`src/rtl/pec_divider.sv`:
```
// Radix-2 restoring divider: 63-bit or 20-bit dividend by a 20-bit divisor.
module pec_divider (
    input  logic        aclk,
    input  logic        aresetn,
    input  logic        start,
    input  logic        long_op,
    input  logic [62:0] dividend,
    input  logic [19:0] divisor,
    output logic        done,
    output logic [19:0] quotient,
    output logic [19:0] remainder
);

    logic [62:0] a_reg, a_next;
    logic [19:0] rem_reg, rem_next;
    logic [19:0] q_reg, q_next;
    logic [5:0]  cnt_reg, cnt_next;
    logic        done_reg, done_next;
    logic [20:0] trial;

    // One quotient bit per cycle
    always_comb begin
        a_next = a_reg;
        rem_next = rem_reg;
        q_next = q_reg;
        cnt_next = cnt_reg;
        done_next = 1'b0;
        trial = {rem_reg, a_reg[62]};
        if (start) begin
            a_next = long_op ? dividend : {dividend[19:0], 43'b0};
            rem_next = '0;
            q_next = '0;
            cnt_next = long_op ? 6'd63 : 6'd20;
        end else if (cnt_reg != 6'd0) begin
            a_next = {a_reg[61:0], 1'b0};
            if (trial >= {1'b0, divisor}) begin
                rem_next = 20'(trial - {1'b0, divisor});
                q_next = {q_reg[18:0], 1'b1};
            end else begin
                rem_next = trial[19:0];
                q_next = {q_reg[18:0], 1'b0};
            end
            cnt_next = cnt_reg - 6'd1;
            done_next = (cnt_reg == 6'd1);
        end
    end

    always_ff @(posedge aclk) begin
        if (!aresetn) begin
            cnt_reg <= '0;
            done_reg <= 1'b0;
        end else begin
            cnt_reg <= cnt_next;
            done_reg <= done_next;
        end
        a_reg <= a_next;
        rem_reg <= rem_next;
        q_reg <= q_next;
    end

    assign done = done_reg;
    assign quotient = q_reg;
    assign remainder = rem_reg;

endmodule

```
`config.mk`:
```
export PLATFORM = sky130hd
export DESIGN_NAME = pec_divider
export DESIGN_NICKNAME = d
export VERILOG_FILES = /design/src/rtl/pec_divider.sv
export SDC_FILE = /design/constraint.sdc
export NUM_CORES = 1
export LEC_CHECK = 0
export ABC_AREA = 1
export BUFFER_PORTS_ARGS = -buffer_cell sky130_fd_sc_hd__buf_4
export CAP_MARGIN = 20
export CORE_ASPECT_RATIO = 1.2
export CORE_MARGIN = 3
export CORE_UTILIZATION = 52
export CTS_BUF_LIST = sky130_fd_sc_hd__clkbuf_2 sky130_fd_sc_hd__clkbuf_4 sky130_fd_sc_hd__clkbuf_8
export CTS_CLUSTER_SIZE = 12
export DETAILED_ROUTE_END_ITERATION = 12
export PLACE_DENSITY = 0.83
export SLEW_MARGIN = 15
export SYNTH_ARGS = -nofsm -noshare
export SYNTH_HDL_FRONTEND = slang
export SYNTH_SLANG_ARGS = --single-unit
```
`constraint.sdc`:
```
create_clock -name aclk -period 4.4 [get_ports aclk]
set_input_delay 0.22 -clock aclk [delete_from_list [all_inputs] [get_ports aclk]]
set_output_delay 0.22 -clock aclk [all_outputs]
set_load 0.005 [all_outputs]
```
==> qor.csv <==
stage,metric,value,unit
placed_design,instance area at placement,7190,um2
worst_setup_path,Worst Reg-to-Reg Cells,6,
sta,transition time of the tightest slew-check pin,1020,ps
sta,"Setup violations, final",0,
sta,Rel. slew slack,31.7,%
clocking,clk_lat worst skew,390,ps
finish,fin area,7390,um2
placed_design,Post-DP HPWL,10.4,mm
clocking,CTS resizes,0,
placed_design,dpl ws,1470,ps
floorplan,Initial Util,53.6,%
route,Post-Route WL,14.4,mm
logic_synthesis,yosys warns,0,
finish,# diodes,0,
worst_setup_path,worst r2r dst,a_reg[1]$_DFFE_PP_,
worst_setup_path,crit path DAT,2820,ps
route,Vias/cell,5.21,
clocking,post-CTS setup buffer count,0,
floorplan,Ports,128,
finish,P&R area growth vs syn,18.7,%
floorplan,row cnt,43,
grt,initial antenna violation count,0,
flow_run,MaxCap Viol Count,0,
worst_setup_path,Crit. End Element,flip-flop,
logic_synthesis,"FF+latch count, synth",110,
grt,total grt overflow,0,
sta,RSZ-0062 raised after global routing,false,
grt,first-pass GRT wire length,23.6,mm
floorplan,die area,13300,um2
floorplan,Die X,106,um
placed_design,RePlAce Congestion,0.929,
route,# DRC,0,
finish,Reg area,2830,um2
logic_synthesis,"area leader, netlist",edfxtp_1,
power,PD cells,304,nW/um2
clocking,CTS tree,built,
clocking,cts hold-fix bufs,0,
placed_design,number of port buffers,127,
floorplan,Die Ht,126,um
floorplan,core area,11600,um2
logic_synthesis,Cells after Synth,820,
power,total power,0.00224,W
min_path,worst hold endpoint,done$_SDFF_PP0_,
sta,setup_tns,0,ps
worst_setup_path,Critical Path Start,cnt_reg[0]$_SDFFE_PN0P_,
route,drt wl/cell,13.3,um
sta,Fmax,361,MHz
finish,share of cells above drive strength 1,18.2,%
logic_synthesis,top cell type's share of synthesized area,30.4,%
worst_setup_path,Critical R2R Launch,cnt_reg[0]$_SDFFE_PN0P_,
grt,global-route usage over all layers,21.7,%
clocking,CTS Sinks,110,
worst_setup_path,Setup CP Type,reg2reg,
logic_synthesis,largest cells by area after synthesis,"edfxtp_1, dfxtp_1, nand2_1",
sta,post-route setup slack,1630,ps
logic_synthesis,post-synthesis cell type count,35,
finish,multi-input combinational cell area,2710,um2
worst_setup_path,critical-path maximum fanout,50,
clocking,TritonCTS buffer count,9,
power,Peak VDD IR,0.214,mV
worst_setup_path,Startpoint Class,flip-flop,
logic_synthesis,synthesized cell area,6220,um2
power,Leak,3.67,nW
clocking,CTS HTree Levels,3,
finish,nets,1034,
finish,Largest register FFs,63,
worst_setup_path,internal reg-to-reg setup slack,1630,ps
route,Final ANT Viol Nets,0,
run_status,status,"complete, no violations",
logic_synthesis,net count after synthesis,930,
clocking,Max Root-Sink Buffers,2,
min_path,critical hold path startpoint,aresetn,
worst_setup_path,Critical Path RT,4450,ps
clocking,CTS root buffer,clkbuf_8,
sta,clk_skew,13.4,ps
logic_synthesis,synthesized area per cell,7.59,um2
route,DRT iter0 DRCs,320,
grt,vias in the first global route,5163,
min_path,hold path depth,3,
sta,Final Hold Fails,0,
sta,min cycle time layout,2770,ps
route,DR pass1 iterations,5,
grt,largest net degree at the start of global routing,69,
logic_synthesis,register area share after synthesis,45.5,%
sta,final period utilization,62.9,%
sta,final slew viol count,0,
clocking,Clock Pin Slew Worst Setup and Hold Paths,120,ps
finish,Layout fillers,1036,
min_path,hold crit path type,in2reg,
route,via count,5661,
## cells in the final DEF, fill, tap and decap left out, drive strengths merged, types with 4 or more instances in the layout
cell      n
a21oi    36
inv     130
nand4    22
a31oi     4
buf     129
o22ai    18
dfxtp    47
nand2   224
xor2      6
nand3    78
nor3      7
ha       22
edfxtp   63
o21ai    46
clkbuf   10
nor2     71
## metrics by stage
step / utilization, % / instances / hold slack (ps)
floorplan: - / 820 / 366
global placement: 61.9 / 1070 / 445
detailed placement: 61.9 / 1070 / 472
CTS: 63.6 / 1086 / 108
global route: 63.6 / 1086 / 112
finish: 63.6 / 1086 / 119
## critical path: stages (launching register included)
cell and delay (ps):
dfxtp_1 420, inv_1 90, ha_1 270, nand2_1 180, nor2_4 150, inv_2 820, buf_4 490
## metal layers
metal | vias up | wire length [um] | GRT usage [%]
met3 | 24 | 975 | 5.07
met2 | 186 | 7050 | 37.0
li1 | 2879 | - | -
met1 | 2572 | 6100 | 26.9
met4 | 0 | 300 | 7.77
met5 | - | 0 | 0
## Yosys cell counts
master    count
xnor2_1       3
nor3_1        6
buf_2         6
nand2_2      10
nand3_1      77
o22ai_1      18
dfxtp_1      47
inv_2         6
o21ai_0      44
ha_1         22
nor3_4        1
a31oi_1       4
buf_4         4
buf_8         1
edfxtp_1     63
or2_1         2
nand4_1      22
inv_1       121
nor4_1        2
nor2_1       67
buf_6         2
or2_2         1
xor2_1        6
nor2_2        3
fa_1          1
nand3_2       1
buf_12        1
nand2_1     214
a21oi_2       1
a211oi_1      1
nand3b_1      3
clkbuf_1     22
nor2_4        1
a21oi_1      35
o21ai_1       2
## power by group
group	internal, W	switching (W)	total [W]
clock	0.000230	0.000385	0.000614
combinational	0.000144	0.000223	0.000367
sequential	0.00122	0.0000406	0.00126
total	0.00160	0.000648	0.00224
## how the worst max path moves through the flow
stage                                       endpoint  slack, ps  depth (start not counted)
final                             a_reg[1]$_DFFE_PP_       1630                          6
after global routing         cnt_reg[5]$_SDFFE_PN0P_       1380                          8
after CTS                         a_reg[1]$_DFFE_PP_       1610                          6
after detailed placement  remainder[18]$_SDFFE_PP0P_       1470                          9
after global placement    remainder[18]$_SDFFE_PP0P_       1550                          9
after floorplan               a_reg[0]$_SDFFCE_PN0P_       1070                          6
## kinds of logic (layout without fill, tap and decap cells)
kind of cell | count (synthesis) | in the layout | synth area share, %
AOI/OAI and AO/OA | 105 | 105 | 8.99
xor gates and xnor gates | 9 | 9 | 1.27
adders and majority gates | 23 | 23 | 4.74
buffers and inverters | 163 | 272 | 10.9
DFF | 110 | 110 | 45.5
and+or+nand+nor | 410 | 410 | 28.6
## cell type report
cell class	instances	area share [%]
Clock inverter	6	0.915
Multi-Input combinational cell	547	36.7
Sequential cell	110	38.3
Clock buffer	10	1.78
Tap cell	157	2.66
Inverter	127	6.45
Timing Repair Buffer	129	13.1
Note: power is estimated with default switching activity, not from simulation.
