`config.mk`:
```
export PLATFORM = sky130hd
export DESIGN_NAME = pec_cell
export DESIGN_NICKNAME = d
export VERILOG_FILES = /design/src/rtl/pec_pkg.sv /design/src/rtl/pec_cell.sv
export SDC_FILE = /design/constraint.sdc
export NUM_CORES = 1
export LEC_CHECK = 0
export CORE_MARGIN = 3
export CORE_UTILIZATION = 50
export DETAILED_ROUTE_END_ITERATION = 6
export DONT_BUFFER_PORTS = 1
export GPL_TIMING_DRIVEN = 0
export PLACE_DENSITY = 0.69
export SYNTH_ARGS = -nofsm -noshare
export SYNTH_HDL_FRONTEND = slang
export SYNTH_SLANG_ARGS = --single-unit
export TNS_END_PERCENT = 10
```
`constraint.sdc`:
```
create_clock -name aclk -period 10.6 [get_ports aclk]
set_input_delay 0.53 -clock aclk [delete_from_list [all_inputs] [get_ports aclk]]
set_output_delay 0.53 -clock aclk [all_outputs]
set_load 0.02 [all_outputs]
```
`src/rtl/pec_pkg.sv`:
```
// Shared constants, codes and types of the periodic event countdown block.
package pec_pkg;

    localparam int MAX_STARTS_DEF = 16;
    localparam int MAX_COPIES = 16;
    localparam logic [19:0] DAY_SECONDS = 20'd86400;

    // Schedule modes (codes 2 and 3 both mean repeat)
    localparam logic [1:0] MODE_DAY = 2'd0;
    localparam logic [1:0] MODE_CYCLE = 2'd1;

    // Input kinds
    localparam logic KIND_QUERY = 1'b0;
    localparam logic KIND_LOAD = 1'b1;

    // Configuration register indexes
    typedef enum logic [2:0] {
        REG_MODE        = 3'd0,
        REG_CYCLE_LEN   = 3'd1,
        REG_PHASE       = 3'd2,
        REG_ACTIVE_LEN  = 3'd3,
        REG_COPIES      = 3'd4,
        REG_START_COUNT = 3'd5
    } reg_idx_t;

    typedef enum logic [2:0] {
        S_IDLE,
        S_POS,
        S_PH,
        S_STR,
        S_LAUNCH,
        S_SCAN,
        S_DONE
    } state_t;

    // Static scan setup, held for the whole query
    typedef struct packed {
        logic        rep;
        logic [19:0] cyc;
        logic [19:0] act;
        logic [19:0] stride;
    } scan_cfg_t;

    // Token that walks down the cell chain
    typedef struct packed {
        logic        vld;
        logic        done;
        logic        live;
        logic [19:0] pos;
        logic [19:0] st;
        logic [20:0] best;
        logic [19:0] t0;
        logic [21:0] us;
        logic [20:0] ue;
    } tok_t;

endpackage

```
`src/rtl/pec_cell.sv`:
```
// One chain cell: holds one start entry, tests one start or copy, passes the token on.
module pec_cell #(
    parameter int IDX = 0,
    parameter int MAX_STARTS = pec_pkg::MAX_STARTS_DEF,
    parameter int LW = 5
) (
    input  logic                aclk,
    input  logic                aresetn,
    input  logic                wr_en,
    input  logic [3:0]          wr_slot,
    input  logic [19:0]         wr_value,
    input  pec_pkg::scan_cfg_t  cfg,
    input  logic [LW-1:0]       lim,
    input  pec_pkg::tok_t       tok_in,
    output pec_pkg::tok_t       tok_out
);

    localparam bit WRITABLE = (IDX < MAX_STARTS) && (IDX < 16);
    localparam logic [3:0] SLOT_ID = 4'(IDX % 16);

    logic [19:0]   entry_reg;
    pec_pkg::tok_t tok_reg, tok_next;
    logic          active;
    logic [20:0]   st_sum, diff, wrap_gap, b_end;
    logic [19:0]   st_new, age;

    // Table entry write
    always_ff @(posedge aclk) begin
        if (WRITABLE && wr_en && (wr_slot == SLOT_ID)) begin
            entry_reg <= wr_value;
        end
    end

    // Copy start, its age and the test of this cell
    always_comb begin
        active = (LW'(IDX) < lim);
        st_sum = {1'b0, tok_in.st} + {1'b0, cfg.stride};
        if (IDX == 0) begin
            st_new = tok_in.st;
        end else if (st_sum >= {1'b0, cfg.cyc}) begin
            st_new = 20'(st_sum - {1'b0, cfg.cyc});
        end else begin
            st_new = st_sum[19:0];
        end
        diff = {1'b0, tok_in.pos} - {1'b0, st_new};
        age = diff[20] ? 20'(diff + {1'b0, cfg.cyc}) : diff[19:0];
        wrap_gap = {1'b0, cfg.cyc} - {1'b0, age};
        b_end = {1'b0, entry_reg} + {1'b0, cfg.act};

        tok_next = tok_in;
        tok_next.st = st_new;
        if (IDX == 0) begin
            tok_next.t0 = entry_reg;
        end
        if (tok_in.vld && !tok_in.done && active) begin
            if (cfg.rep) begin
                if (age < cfg.act) begin
                    tok_next.done = 1'b1;
                    tok_next.live = 1'b1;
                    tok_next.us = '0;
                    tok_next.ue = {1'b0, cfg.act} - {1'b0, age};
                end else if (wrap_gap < tok_in.best) begin
                    tok_next.best = wrap_gap;
                end
            end else begin
                if (tok_in.pos < entry_reg) begin
                    tok_next.done = 1'b1;
                    tok_next.live = 1'b0;
                    tok_next.us = {2'b0, entry_reg} - {2'b0, tok_in.pos};
                    tok_next.ue = '1;
                end else if ({1'b0, tok_in.pos} < b_end) begin
                    tok_next.done = 1'b1;
                    tok_next.live = 1'b1;
                    tok_next.us = '0;
                    tok_next.ue = b_end - {1'b0, tok_in.pos};
                end
            end
        end
    end

    always_ff @(posedge aclk) begin
        if (!aresetn) begin
            tok_reg.vld <= 1'b0;
        end else begin
            tok_reg <= tok_next;
        end
    end

    assign tok_out = tok_reg;

endmodule

```
==> Implementation_results.wiki, run 1 <==
{| class="wikitable"
! Metric !! Value
|-
| Clock buffers created by TritonCTS || 17
|-
| Number of antenna violations at the first check in global routing || 0
|-
| Number of max-slew violations in the final report || 0
|-
| Total number of vias || 11000
|-
| Post-route minimum period || 8.46 ns
|-
| Global placement routability congestion || 0.954
|-
| Final setup violation count || 0
|-
| Post-route worst setup slack || 2.14 ns
|-
| Detailed-route wire length || 38700 µm
|-
| Avg Inst Size Synth || 9.41 µm²
|-
| Fraction of the cycle the final worst path needs || 79.8%
|-
| Number of top-level design ports || 347
|-
| Routed via count divided by cell count || 6.21
|-
| Buffers on Ports || 0
|-
| Global-route wire length before repair || 57500 µm
|-
| Horizontal die dimension || 169 µm
|-
| Number of search-and-repair iterations in the first detailed-routing pass || 5
|-
| Fraction of layout instances using a drive strength above 1 || 4.44%
|-
| Required time of the critical path || 10.78 ns
|-
| Slew at the pin closest to its max-slew limit || 1.05 ns
|-
| Hold Fails Final Rpt || 0
|-
| Largest net degree at the start of global routing || 128
|-
| Top-count cell post-synth || sky130_fd_sc_hd__ha_1
|-
| Effective utilization at floorplan || 51.8%
|-
| Unrepaired setup endpoints after global routing || false
|-
| Cell Area, Synth || 13300 µm²
|-
| Total congestion overflow after global routing || 0
|-
| Synth Net Count || 1784
|-
| Post-CTS setup buffer count || 0
|-
| Highest net fanout along the worst path || 10
|-
| Area of the core region || 25600 µm²
|-
| Area enclosed by the die boundary || 28500 µm²
|-
| Number of synthesized register bits || 147
|-
| Crit. End Element || flop
|-
| Number of placement rows || 58
|-
| Class of the most critical setup path || in2reg
|-
| Setup slack, reg-to-reg || 3.76 ns
|-
| Static power due to leakage || 0.00594 µW
|-
| Max Freq || 118 MHz
|-
| Cell types occupying the most area after synthesis || sky130_fd_sc_hd__edfxtp_1 33%, sky130_fd_sc_hd__ha_1 14%, sky130_fd_sc_hd__xnor2_1 5.3%, sky130_fd_sc_hd__a21oi_1 4.7%, sky130_fd_sc_hd__a21o_1 3.6%
|-
| Prevailing post-synth register cell || sky130_fd_sc_hd__edfxtp_1
|-
| Die extent in y || 169 µm
|-
| Area share of the leading cell type in the synthesized netlist || 33.1%
|-
| Share of synthesized registers carrying an async set or reset || 0%
|-
| Setup TNS Final || 0 ns
|-
| Total of cells resized after clock tree synthesis || 0
|-
| Count of flip-flops with a built-in enable after synthesis || 146
|-
| Clock slew at reported path FFs || 0.08 ns
|-
| Power density cells || 196 nW/µm²
|-
| Path category of the worst min-delay check || in2reg
|-
| TritonCTS clock tree || built
|-
| Skew-Pair Late Insertion Delay || 0.43 ns
|-
| Max FFs per register || 127
|-
| Detailed-route wire length per cell || 21.8 µm
|-
| Half-perimeter wire length after placement || 31100 µm
|-
| Number of nets in the finished design || 1803
|-
| Run status || finished, final reports clean
|-
| Master cell of the clock root buffer || sky130_fd_sc_hd__clkbuf_16
|-
| 1st-iter DRT viols || 1094
|-
| Share of synthesized area occupied by flip-flops and latches || 33.2%
|-
| Clock Skew || 0.00646 ns
|-
| Max-cap violation count || 0
|-
| Cell type with the largest total area after synthesis || sky130_fd_sc_hd__edfxtp_1
|-
| Total of warnings raised by yosys || 0
|-
| Worst setup SP type || input pin
|-
| Number of fillers in the final layout || 2303
|-
| Biggest cell delay along the critical path || 0.64 ns
|-
| # DRC || 0
|-
| Count of hold buffers inserted by post-cts repair || 0
|-
| Place WS || 1.79 ns
|-
| DRT antenna net count || 0
|-
| Layout overhead on the synthesized area || 7.76%
|-
| Via count of the first global-routing pass || 10100
|-
| Clock sink count || 147
|-
| Cell with the biggest individual delay on the critical path || sky130_fd_sc_hd__or4_1
|-
| Top cells by instance count after synthesis || 147 x sky130_fd_sc_hd__ha_1, 146 x sky130_fd_sc_hd__edfxtp_1, 125 x sky130_fd_sc_hd__a21oi_1, 117 x sky130_fd_sc_hd__inv_1, 95 x sky130_fd_sc_hd__nor2_1
|-
| Maximum level of the CTS H-tree || 4
|-
| Final total power || 2800 µW
|-
| Max-Slew Margin vs Limit || 29.4%
|-
| Arrival time worst endpoint || 8.63 ns
|-
| Worst-case vdd ir drop || 96.3 µV
|-
| Count of unique library cells instantiated by Yosys || 78
|-
| Global-route total usage across every layer || 26.2%
|-
| Maximum clock path buffer count || 2
|-
| Instance count of the mapped netlist || 1410
|}
==> final timing paths <==
check	cells after the start	end	start
min reg2reg	0	tok_out[61]	entry_reg[18]
max reg2reg	26	tok_out[8]	entry_reg[1]
min	0	tok_out[97]	tok_in[97]
max	32	tok_out[78]	tok_in[104]
==> cells in the final DEF (no fill, tap or decap), types with 8 or more instances in the layout <==
cell type / synthesis / final
sky130_fd_sc_hd__a22o_1: 20 / 20
sky130_fd_sc_hd__maj3_1: 10 / 10
sky130_fd_sc_hd__a21oi_1: 125 / 125
sky130_fd_sc_hd__a21boi_0: 9 / 9
sky130_fd_sc_hd__nand4_1: 9 / 9
sky130_fd_sc_hd__inv_1: 117 / 117
sky130_fd_sc_hd__clkbuf_1: 31 / 31
sky130_fd_sc_hd__a211oi_1: 24 / 24
sky130_fd_sc_hd__xor2_1: 35 / 35
sky130_fd_sc_hd__a31oi_1: 14 / 14
sky130_fd_sc_hd__edfxtp_1: 146 / 146
sky130_fd_sc_hd__o22ai_1: 18 / 18
sky130_fd_sc_hd__ha_1: 147 / 147
sky130_fd_sc_hd__clkbuf_16: 0 / 17
sky130_fd_sc_hd__a2111oi_0: 9 / 9
sky130_fd_sc_hd__o21bai_1: 20 / 20
sky130_fd_sc_hd__a21o_1: 63 / 63
sky130_fd_sc_hd__nand3_1: 22 / 22
sky130_fd_sc_hd__and2_1: 17 / 17
sky130_fd_sc_hd__nor2b_1: 21 / 21
sky130_fd_sc_hd__mux2_1: 18 / 18
sky130_fd_sc_hd__nand2_1: 68 / 68
sky130_fd_sc_hd__nor3_1: 21 / 21
sky130_fd_sc_hd__nor2_1: 95 / 95
sky130_fd_sc_hd__xnor2_1: 80 / 80
sky130_fd_sc_hd__nand2b_1: 21 / 21
sky130_fd_sc_hd__a31o_2: 8 / 8
sky130_fd_sc_hd__and3_1: 14 / 14
sky130_fd_sc_hd__a221oi_1: 10 / 10
sky130_fd_sc_hd__o21a_1: 18 / 18
sky130_fd_sc_hd__o21ai_0: 72 / 72
sky130_fd_sc_hd__o211ai_1: 9 / 9
==> stage by stage <==
stage / area [µm²] / hold slack (ns) / instances / utilization [%]
floorplan: 13300 / 0.454 / 1410 / -
global placement: 13700 / 0.489 / 1740 / 53.4
detailed placement: 13700 / 0.488 / 1740 / 53.4
CTS: 14300 / 0.165 / 1772 / 55.8
global route: 14300 / 0.162 / 1772 / 55.8
finish: 14300 / 0.183 / 1773 / 55.8
==> area by class of cell <==
class / instances / area (µm²) / area share, %
Buffer: 37 / 158 / 1.10
Tap cell: 330 / 413 / 2.89
Clock inverter: 15 / 189 / 1.32
Antenna cell: 1 / 2.50 / 0.0175
Inverter: 118 / 443 / 3.10
Sequential cell: 147 / 4400 / 30.8
Clock buffer: 17 / 425 / 2.98
Multi-Input combinational cell: 1108 / 8260 / 57.8
==> layer usage <==
metal  GRT usage [%]  vias up  share of wire (%)
met5               0        -                  0
met4            7.15        0                2.1
met3            9.06       50                 11
met2            40.3      493                 44
met1            35.4     5127                 43
li1                -     5344                  -
==> report_power, final <==
| part | leakage (µW) | switching (µW) | internal (µW) |
|---|---|---|---|
| registers | 0.00142 | 81.1 | 707 |
| logic | 0.00422 | 793 | 564 |
| clock network | 0.000301 | 294 | 360 |
==> cell families (layout without fill, tap and decap cells) <==
| logic type | after synthesis | after routing | share of synthesized area, % |
|---|---|---|---|
| flip-flops | 147 | 147 | 33.2 |
| AO/OA/AOI/OAI | 474 | 474 | 24.3 |
| multiplexers | 29 | 29 | 2.42 |
| adder cells (fa/ha/maj) | 164 | 164 | 15.7 |
| AND/OR/NAND/NOR | 326 | 326 | 12.3 |
| XOR/XNOR | 115 | 115 | 7.59 |
| other | 0 | 1 | 0 |
| buffers and inverters | 155 | 187 | 4.53 |
==> worst max-delay path: cells and delay by family <==
kind	cells	cell delay (ns)
AO/OA/AOI/OAI	14	3.81
XOR/XNOR	1	0.21
adder cells (fa/ha/maj)	4	0.92
buffers and inverters	6	1.47
multiplexers	1	0.34
AND/OR/NAND/NOR	6	1.31
No activity file was read; power rests on OpenSTA's default activity.
==> run 2, diff against run 1 <==
--- a/config.mk
+++ b/config.mk
@@ -10,7 +10,7 @@
 export DETAILED_ROUTE_END_ITERATION = 6
 export DONT_BUFFER_PORTS = 1
 export GPL_TIMING_DRIVEN = 0
-export PLACE_DENSITY = 0.69
+export PLACE_DENSITY = 0.72
 export SYNTH_ARGS = -nofsm -noshare
 export SYNTH_HDL_FRONTEND = slang
 export SYNTH_SLANG_ARGS = --single-unit
==> constraint.sdc (replaced) <==
create_clock -name aclk -period 7.76 [get_ports aclk]
set_input_delay 0.388 -clock aclk [delete_from_list [all_inputs] [get_ports aclk]]
set_output_delay 0.388 -clock aclk [all_outputs]
set_load 0.02 [all_outputs]
==> run 2 against run 1 <==
  * Clock skew is 0.0051 ns higher
  * Sequential power increased by 37%
  * Count of clock-buffer cells in the layout unchanged
  * Core utilization increased by 0.64 points
  * Critical endpoint is now tok_out[74]
==> Implementation_results.wiki, run 2 (synthesis gave the netlist of run 1 again) <==
{| class="wikitable"
! Metric !! Value
|-
| Run status || finished, final reports clean (unchanged)
|-
| Clock buffers created by TritonCTS || 17 (unchanged)
|-
| Worst setup SP type || input pin (unchanged)
|-
| Maximum clock path buffer count || 2 (unchanged)
|-
| Sum of met3 wire segment lengths after detailed routing || 4400 µm (was 4130 µm)
|-
| Half-perimeter wire length after placement || 31300 µm (was 31100 µm)
|-
| Number of top-level design ports || 347 (unchanged)
|-
| Layout overhead on the synthesized area || 8.99% (was 7.76%)
|-
| # DRC || 0 (unchanged)
|-
| FF-to-FF End || tok_out[4] (was tok_out[8])
|-
| Global-route total usage across every layer || 26.7% (was 26.2%)
|-
| Class of the most critical setup path || in2reg (unchanged)
|-
| Routed via count divided by cell count || 6.26 (was 6.21)
|-
| Number of nets in the finished design || 1809 (was 1803)
|-
| Buffers on Ports || 0 (unchanged)
|-
| Effective utilization at floorplan || 51.8% (unchanged)
|-
| M1 wire length || 16200 µm (was 16600 µm)
|-
| Number of search-and-repair iterations in the first detailed-routing pass || 5 (unchanged)
|-
| Setup TNS Final || 0 ns (unchanged)
|-
| Cell with the biggest individual delay on the critical path || sky130_fd_sc_hd__a311o_2 (was sky130_fd_sc_hd__or4_1)
|-
| Global-route wire length before repair || 58600 µm (was 57500 µm)
|-
| Max-Slew Margin vs Limit || 27.0% (was 29.4%)
|-
| DRT antenna net count || 0 (unchanged)
|-
| Commonest cells after routing, fill and taps aside || 146 x sky130_fd_sc_hd__edfxtp_1, 145 x sky130_fd_sc_hd__ha_1, 124 x sky130_fd_sc_hd__a21oi_1, 117 x sky130_fd_sc_hd__inv_1, 95 x sky130_fd_sc_hd__nor2_1 (was 147 x sky130_fd_sc_hd__ha_1, 146 x sky130_fd_sc_hd__edfxtp_1, 125 x sky130_fd_sc_hd__a21oi_1, 117 x sky130_fd_sc_hd__inv_1, 95 x sky130_fd_sc_hd__nor2_1)
|-
| Commonest non-fill, non-tap cell in the layout || sky130_fd_sc_hd__edfxtp_1 (was sky130_fd_sc_hd__ha_1)
|-
| Required time of the critical path || 7.94 ns (was 10.78 ns)
|-
| Uppermost routed layer || met4 (unchanged)
|-
| 1st-iter DRT viols || 1128 (was 1094)
|-
| Hold Fails Final Rpt || 0 (unchanged)
|-
| Number of max-slew violations in the final report || 0 (unchanged)
|-
| Placed Cells incl. Taps || 1740 (unchanged)
|-
| Static power due to leakage || 0.00600 µW (was 0.00594 µW)
|-
| Maximum level of the CTS H-tree || 4 (unchanged)
|-
| Power density cells || 270 nW/µm² (was 196 nW/µm²)
|-
| Utilization of the core after routing || 56.4% (was 55.8%)
|-
| Final setup violation count || 0 (unchanged)
|-
| Largest net degree at the start of global routing || 128 (unchanged)
|-
| Setup slack, reg-to-reg || 1.27 ns (was 3.76 ns)
|-
| Horizontal die dimension || 169 µm (unchanged)
|-
| Min-Delay Startpoint || tok_in[103] (was tok_in[97])
|-
| Total congestion overflow after global routing || 0 (unchanged)
|-
| Global placement routability congestion || 0.978 (was 0.954)
|-
| Worst hold slack || 0.0355 ns (was 0.183 ns)
|-
| Via count of the first global-routing pass || 10600 (was 10100)
|-
| Fraction of layout instances using a drive strength above 1 || 5.94% (was 4.44%)
|-
| Place WS || -0.894 ns (was 1.79 ns)
|-
| Post-route worst setup slack || 0.308 ns (was 2.14 ns)
|-
| Area of the core region || 25600 µm² (unchanged)
|-
| Number of placement rows || 58 (unchanged)
|-
| Worst setup path endpoint || tok_out[74] (was tok_out[78])
|-
| Total met2 wirelength after detailed routing || 17600 µm (was 17100 µm)
|-
| Path category of the worst min-delay check || in2reg (unchanged)
|-
| Layout Cells excl Fill || 1778 (was 1773)
|-
| Number of antenna diodes || 0 (was 1)
|-
| Count of hold buffers inserted by post-cts repair || 0 (unchanged)
|-
| Detailed-route wire length per cell || 22.2 µm (was 21.8 µm)
|-
| Worst-case vdd ir drop || 131 µV (was 96.3 µV)
|-
| Max-cap violation count || 0 (unchanged)
|-
| Crit. End Element || flop (unchanged)
|-
| Arrival time worst endpoint || 7.63 ns (was 8.63 ns)
|-
| TritonCTS clock tree || built (unchanged)
|-
| Area enclosed by the die boundary || 28500 µm² (unchanged)
|-
| Highest net fanout along the worst path || 10 (unchanged)
|-
| Clock sink count || 147 (unchanged)
|-
| Clock Skew || 0.0115 ns (was 0.00646 ns)
|-
| Worst R2R Path Depth || 25 (was 26)
|-
| Max FFs per register || 127 (unchanged)
|-
| Startpoint of the worst setup timing path || tok_in[104] (unchanged)
|-
| Number of antenna violations at the first check in global routing || 0 (unchanged)
|-
| Slew at the pin closest to its max-slew limit || 1.09 ns (was 1.05 ns)
|-
| Biggest cell delay along the critical path || 0.42 ns (was 0.64 ns)
|-
| Fraction of the cycle the final worst path needs || 96.0%
|-
| Detailed-route wire length || 39400 µm (was 38700 µm)
|-
| Master cell of the clock root buffer || sky130_fd_sc_hd__clkbuf_16 (unchanged)
|-
| Die extent in y || 169 µm (unchanged)
|-
| Post-route minimum period || 7.45 ns
|-
| Skew-Pair Late Insertion Delay || 0.44 ns (was 0.43 ns)
|-
| Startpoint of the lowest-slack register-to-register path || entry_reg[1] (unchanged)
|-
| Clock slew at reported path FFs || 0.08 ns (about the same)
|-
| Max Freq || 134 MHz
|-
| Total number of vias || 11100 (was 11000)
|}
==> run 2: worst min path at each step <==
stage / endpoint / slack (ns) / cells past startpoint
detailed placement: entry_reg[19] / 0.49 / 0
global placement: entry_reg[15] / 0.49 / 0
finish: tok_out[103] / 0.04 / 0
global route: tok_out[102] / 0.02 / 0
CTS: tok_out[103] / 0.03 / 0
floorplan: tok_out[43] / 0.45 / 0
==> run 2: final cells by class <==
type	instances	area, µm²
buffer	37	170
clock buffer	17	425
clock inverter	15	189
fill	2215	11200
inverter	118	443
multi-input combinational	1108	8370
sequential	147	4400
tap	330	413
timing repair buffer	6	45.0
==> run 2: worst max-delay path, delay by kind of cell <==
kind,cells,cell delay (ns)
AOI/OAI and AO/OA,13,3.64
buffers and inverters,6,0.75
and+or+nand+nor,7,0.91
adders and majority gates,5,1.32
xor gates and xnor gates,2,0.26
muxes,1,0.35
==> run 2: stage by stage <==
stage | instance area (µm²) | power [µW]
after floorplan | 13300 | 2530
after global placement | 13700 | 2860
after detailed placement | 13700 | 2910
after CTS | 14300 | 3820
after global routing | 14500 | 4150
final | 14500 | 3900
==> run 2: per-layer routing <==
metal	GRT usage (%)	up-vias
met5	0	-
met4	9.36	0
met3	9.43	72
met2	41.5	500
li1	-	5345
met1	34.6	5218
==> run 2: timing repair <==
item	4_1_cts	5_1_grt
pin swaps	2	6
setup buffers	2	4
endpoints found under the setup margin	21	21
hold endpoints to repair	0	0
gates resized for setup	5	29
==> run 2: where the power goes <==
part           switching (µW)  leakage (µW)  internal [µW]
clock network             404      0.000300            491
registers                 111       0.00142            966
logic                    1120       0.00427            810
total                    1640       0.00600           2270
==> run 3, diff against run 2 <==
--- a/config.mk
+++ b/config.mk
@@ -5,12 +5,14 @@
 export SDC_FILE = /design/constraint.sdc
 export NUM_CORES = 1
 export LEC_CHECK = 0
+export CORE_ASPECT_RATIO = 1.4
 export CORE_MARGIN = 3
-export CORE_UTILIZATION = 50
+export CORE_UTILIZATION = 55
 export DETAILED_ROUTE_END_ITERATION = 6
 export DONT_BUFFER_PORTS = 1
 export GPL_TIMING_DRIVEN = 0
-export PLACE_DENSITY = 0.72
+export HOLD_SLACK_MARGIN = 0.05
+export PLACE_DENSITY = 0.77
 export SYNTH_ARGS = -nofsm -noshare
 export SYNTH_HDL_FRONTEND = slang
 export SYNTH_SLANG_ARGS = --single-unit
==> run 3 against run 2 <==
  * Critical path depth up 1
  * Register-to-register slack worse by 0.36 ns
  * Core utilization up 7.6 points
  * Worst setup slack better by 0.059 ns
  * Hold slack better by 0.038 ns
  * Critical endpoint is now tok_out[76]
  * Flip-flop and latch count unchanged
  * Clock power down 8.5%
  * Via count up 2.8%
  * Clock skew down 0.0011 ns
==> Implementation_results.wiki, run 3 (synthesis gave the netlist of run 1 again) <==
{| class="wikitable"
! Metric !! Value
|-
| Fraction of layout instances using a drive strength above 1 || 5.49% (was 5.94%)
|-
| Detailed-route wire length per cell || 22.7 µm (was 22.2 µm)
|-
| TritonCTS clock tree || built (unchanged)
|-
| Max Freq || 135 MHz (was 134 MHz)
|-
| Cell Area, Placed || 13600 µm² (was 13700 µm²)
|-
| Run status || finished, final reports clean (unchanged)
|-
| Path category of the worst min-delay check || in2reg (unchanged)
|-
| Maximum level of the CTS H-tree || 4 (unchanged)
|-
| Min-Delay Startpoint || aresetn (was tok_in[103])
|-
| 1st-iter DRT viols || 621 (was 1128)
|-
| Number of top-level design ports || 347 (unchanged)
|-
| Clock buffers created by TritonCTS || 17 (unchanged)
|-
| Final setup violation count || 0 (unchanged)
|-
| Number of placement rows || 66 (was 58)
|-
| Half-perimeter wire length after placement || 32400 µm (was 31300 µm)
|-
| Clock slew at reported path FFs || 0.06 ns (was 0.08 ns)
|-
| Routed via count divided by cell count || 6.30 (was 6.26)
|-
| Worst R2R Path Depth || 24 (was 25)
|-
| Total number of vias || 11400 (was 11100)
|-
| Required time of the critical path || 7.95 ns (was 7.94 ns)
|-
| Area of the core region || 23500 µm² (was 25600 µm²)
|-
| Area enclosed by the die boundary || 26000 µm² (was 28500 µm²)
|-
| # DRC || 0 (unchanged)
|-
| Effective utilization at floorplan || 56.6% (was 51.8%)
|-
| Static power due to leakage || 0.00624 µW (was 0.00600 µW)
|-
| End point of the worst hold path || tok_out[115] (was tok_out[103])
|-
| Startpoint of the lowest-slack register-to-register path || entry_reg[1] (unchanged)
|-
| Die extent in y || 190 µm (was 169 µm)
|-
| Final total power || 3860 µW (was 3900 µW)
|-
| Worst-case vdd ir drop || 176 µV (was 131 µV)
|-
| Layout Cells excl Fill || 1818 (was 1778)
|-
| Fraction of the cycle the final worst path needs || 95.3% (was 96.0%)
|-
| Most prevalent standard cell on the critical path || sky130_fd_sc_hd__ha_1
|-
| Highest net fanout along the worst path || 10 (unchanged)
|-
| Global placement routability congestion || 1.01 (was 0.978)
|-
| Max FFs per register || 127 (unchanged)
|-
| Max-cap violation count || 0 (unchanged)
|-
| Power density cells || 257 nW/µm² (was 270 nW/µm²)
|-
| Slew at the pin closest to its max-slew limit || 1.12 ns (was 1.09 ns)
|-
| Commonest non-fill, non-tap cell in the layout || sky130_fd_sc_hd__edfxtp_1 (unchanged)
|-
| Post-layout instance area || 15000 µm² (was 14500 µm²)
|-
| Post-route worst setup slack || 0.367 ns (was 0.308 ns)
|-
| Global-route total usage across every layer || 30.6% (was 26.7%)
|-
| Number of search-and-repair iterations in the first detailed-routing pass || 7 (was 5)
|-
| Setup slack, reg-to-reg || 0.91 ns (was 1.27 ns)
|-
| FF-to-FF End || tok_out[17] (was tok_out[4])
|-
| Place WS || -1.08 ns (was -0.894 ns)
|-
| Horizontal die dimension || 137 µm (was 169 µm)
|-
| Skew-Pair Late Insertion Delay || 0.45 ns (was 0.44 ns)
|-
| Buffers on Ports || 0 (unchanged)
|-
| Number of max-slew violations in the final report || 0 (unchanged)
|-
| Layout overhead on the synthesized area || 13.3% (was 8.99%)
|-
| Biggest cell delay along the critical path || 0.55 ns (was 0.42 ns)
|-
| Maximum clock path buffer count || 2 (unchanged)
|-
| Arrival time worst endpoint || 7.58 ns (was 7.63 ns)
|-
| Total congestion overflow after global routing || 0 (unchanged)
|-
| Class of the most critical setup path || in2reg (unchanged)
|-
| Worst setup SP type || input pin (unchanged)
|-
| Via count of the first global-routing pass || 11300 (was 10600)
|-
| Master cell of the clock root buffer || sky130_fd_sc_hd__clkbuf_16 (unchanged)
|-
| Largest net degree at the start of global routing || 128 (unchanged)
|-
| Number of antenna violations at the first check in global routing || 1 (was 0)
|-
| Global-route wire length before repair || 60500 µm (was 58600 µm)
|-
| Max-Slew Margin vs Limit || 25.0% (was 27.0%)
|-
| Number of cells traversed by the worst hold path || 0 (unchanged)
|-
| Cell with the biggest individual delay on the critical path || sky130_fd_sc_hd__or4_4 (was sky130_fd_sc_hd__a311o_2)
|-
| Clock sink count || 147 (unchanged)
|-
| Number of nets in the finished design || 1872 (was 1809)
|-
| Detailed-route wire length || 41300 µm (was 39400 µm)
|-
| Hold Fails Final Rpt || 0 (unchanged)
|-
| Clock Skew || 0.0105 ns (was 0.0115 ns)
|-
| Post-route minimum period || 7.39 ns (was 7.45 ns)
|-
| Crit. End Element || flop (unchanged)
|-
| DRT antenna net count || 0 (unchanged)
|-
| Commonest cells after routing, fill and taps aside || 146 x sky130_fd_sc_hd__edfxtp_1, 145 x sky130_fd_sc_hd__ha_1, 124 x sky130_fd_sc_hd__a21oi_1, 117 x sky130_fd_sc_hd__inv_1, 95 x sky130_fd_sc_hd__nor2_1 (unchanged)
|-
| Placed Cells incl. Taps || 1716 (was 1740)
|}
[run 3: cell types whose count changed in the layout (fill, tap and decap cells not counted), moves of 2 or more]
cell,before,now
sky130_fd_sc_hd__clkinv_1,1,5
sky130_fd_sc_hd__clkinv_4,3,1
sky130_fd_sc_hd__dlygate4sd3_1,0,63
sky130_fd_sc_hd__inv_8,5,0
[run 3: worst max-delay path by stage]
stage                     start     endpoint  slack [ns]  cells past startpoint
floorplan           tok_in[104]  tok_out[76]        0.41                     33
global placement    tok_in[104]  tok_out[82]       -0.87                     29
detailed placement  tok_in[104]  tok_out[76]       -1.08                     30
CTS                 tok_in[104]  tok_out[76]        0.06                     35
global route        tok_in[104]  tok_out[76]       -0.07                     36
finish              tok_in[104]  tok_out[76]        0.37                     35
[run 3: timing repair]
action | in CTS | in global routing
setup buffers | 3 | 3
gates resized for setup | 9 | 27
setup endpoints to repair | 21 | 21
hold endpoints to repair | 62 | 0
pin swaps | 2 | 7
hold buffers | 63 | 0
[run 3: power by group]
part | total (µW) | internal [µW] | switching [µW]
clock network | 819 | 470 | 349
registers | 1080 | 966 | 111
logic | 1970 | 829 | 1140
[run 3: per-layer routing]
layer / track usage, % / vias to the layer above / share of wire [%]
met5: 0 / - / 0
met4: 15.7 / 0 / 5.7
met3: 7.33 / 119 / 6.7
met2: 56.5 / 430 / 52
met1: 31.6 / 5438 / 35
li1: - / 5460 / -
[run 3: layout make-up]
class,instances,area (µm²)
fillers,1933,8430
well taps,306,383
inverters,118,443
repair buffers,69,676
plain buffers,37,173
clock inverters,14,135
diodes,1,2.50
clock buffers,18,429
flip-flops and latches,147,4400
multi-input cells,1108,8380
[run 3: stage by stage]
stage | hold slack (ns) | TNS [ns] | utilization [%]
6_report | 0.0732 | 0 | 64.1
5_1_grt | 0.0576 | -0.807 | 64.1
4_1_cts | 0.0529 | 0 | 63.5
3_5_place_dp | 0.482 | -20.97 | 58.2
3_3_place_gp | 0.487 | -16.45 | 58.2
2_1_floorplan | 0.454 | 0 | -
[run 3: worst max-delay path: cells and delay by family]
family / cells / cell delay (ns)
adders and majority gates: 4 / 1.01
xor gates and xnor gates: 1 / 0.15
and+or+nand+nor: 9 / 1.65
AOI/OAI and AO/OA: 13 / 2.79
muxes: 1 / 0.36
buffers and inverters: 7 / 1.20
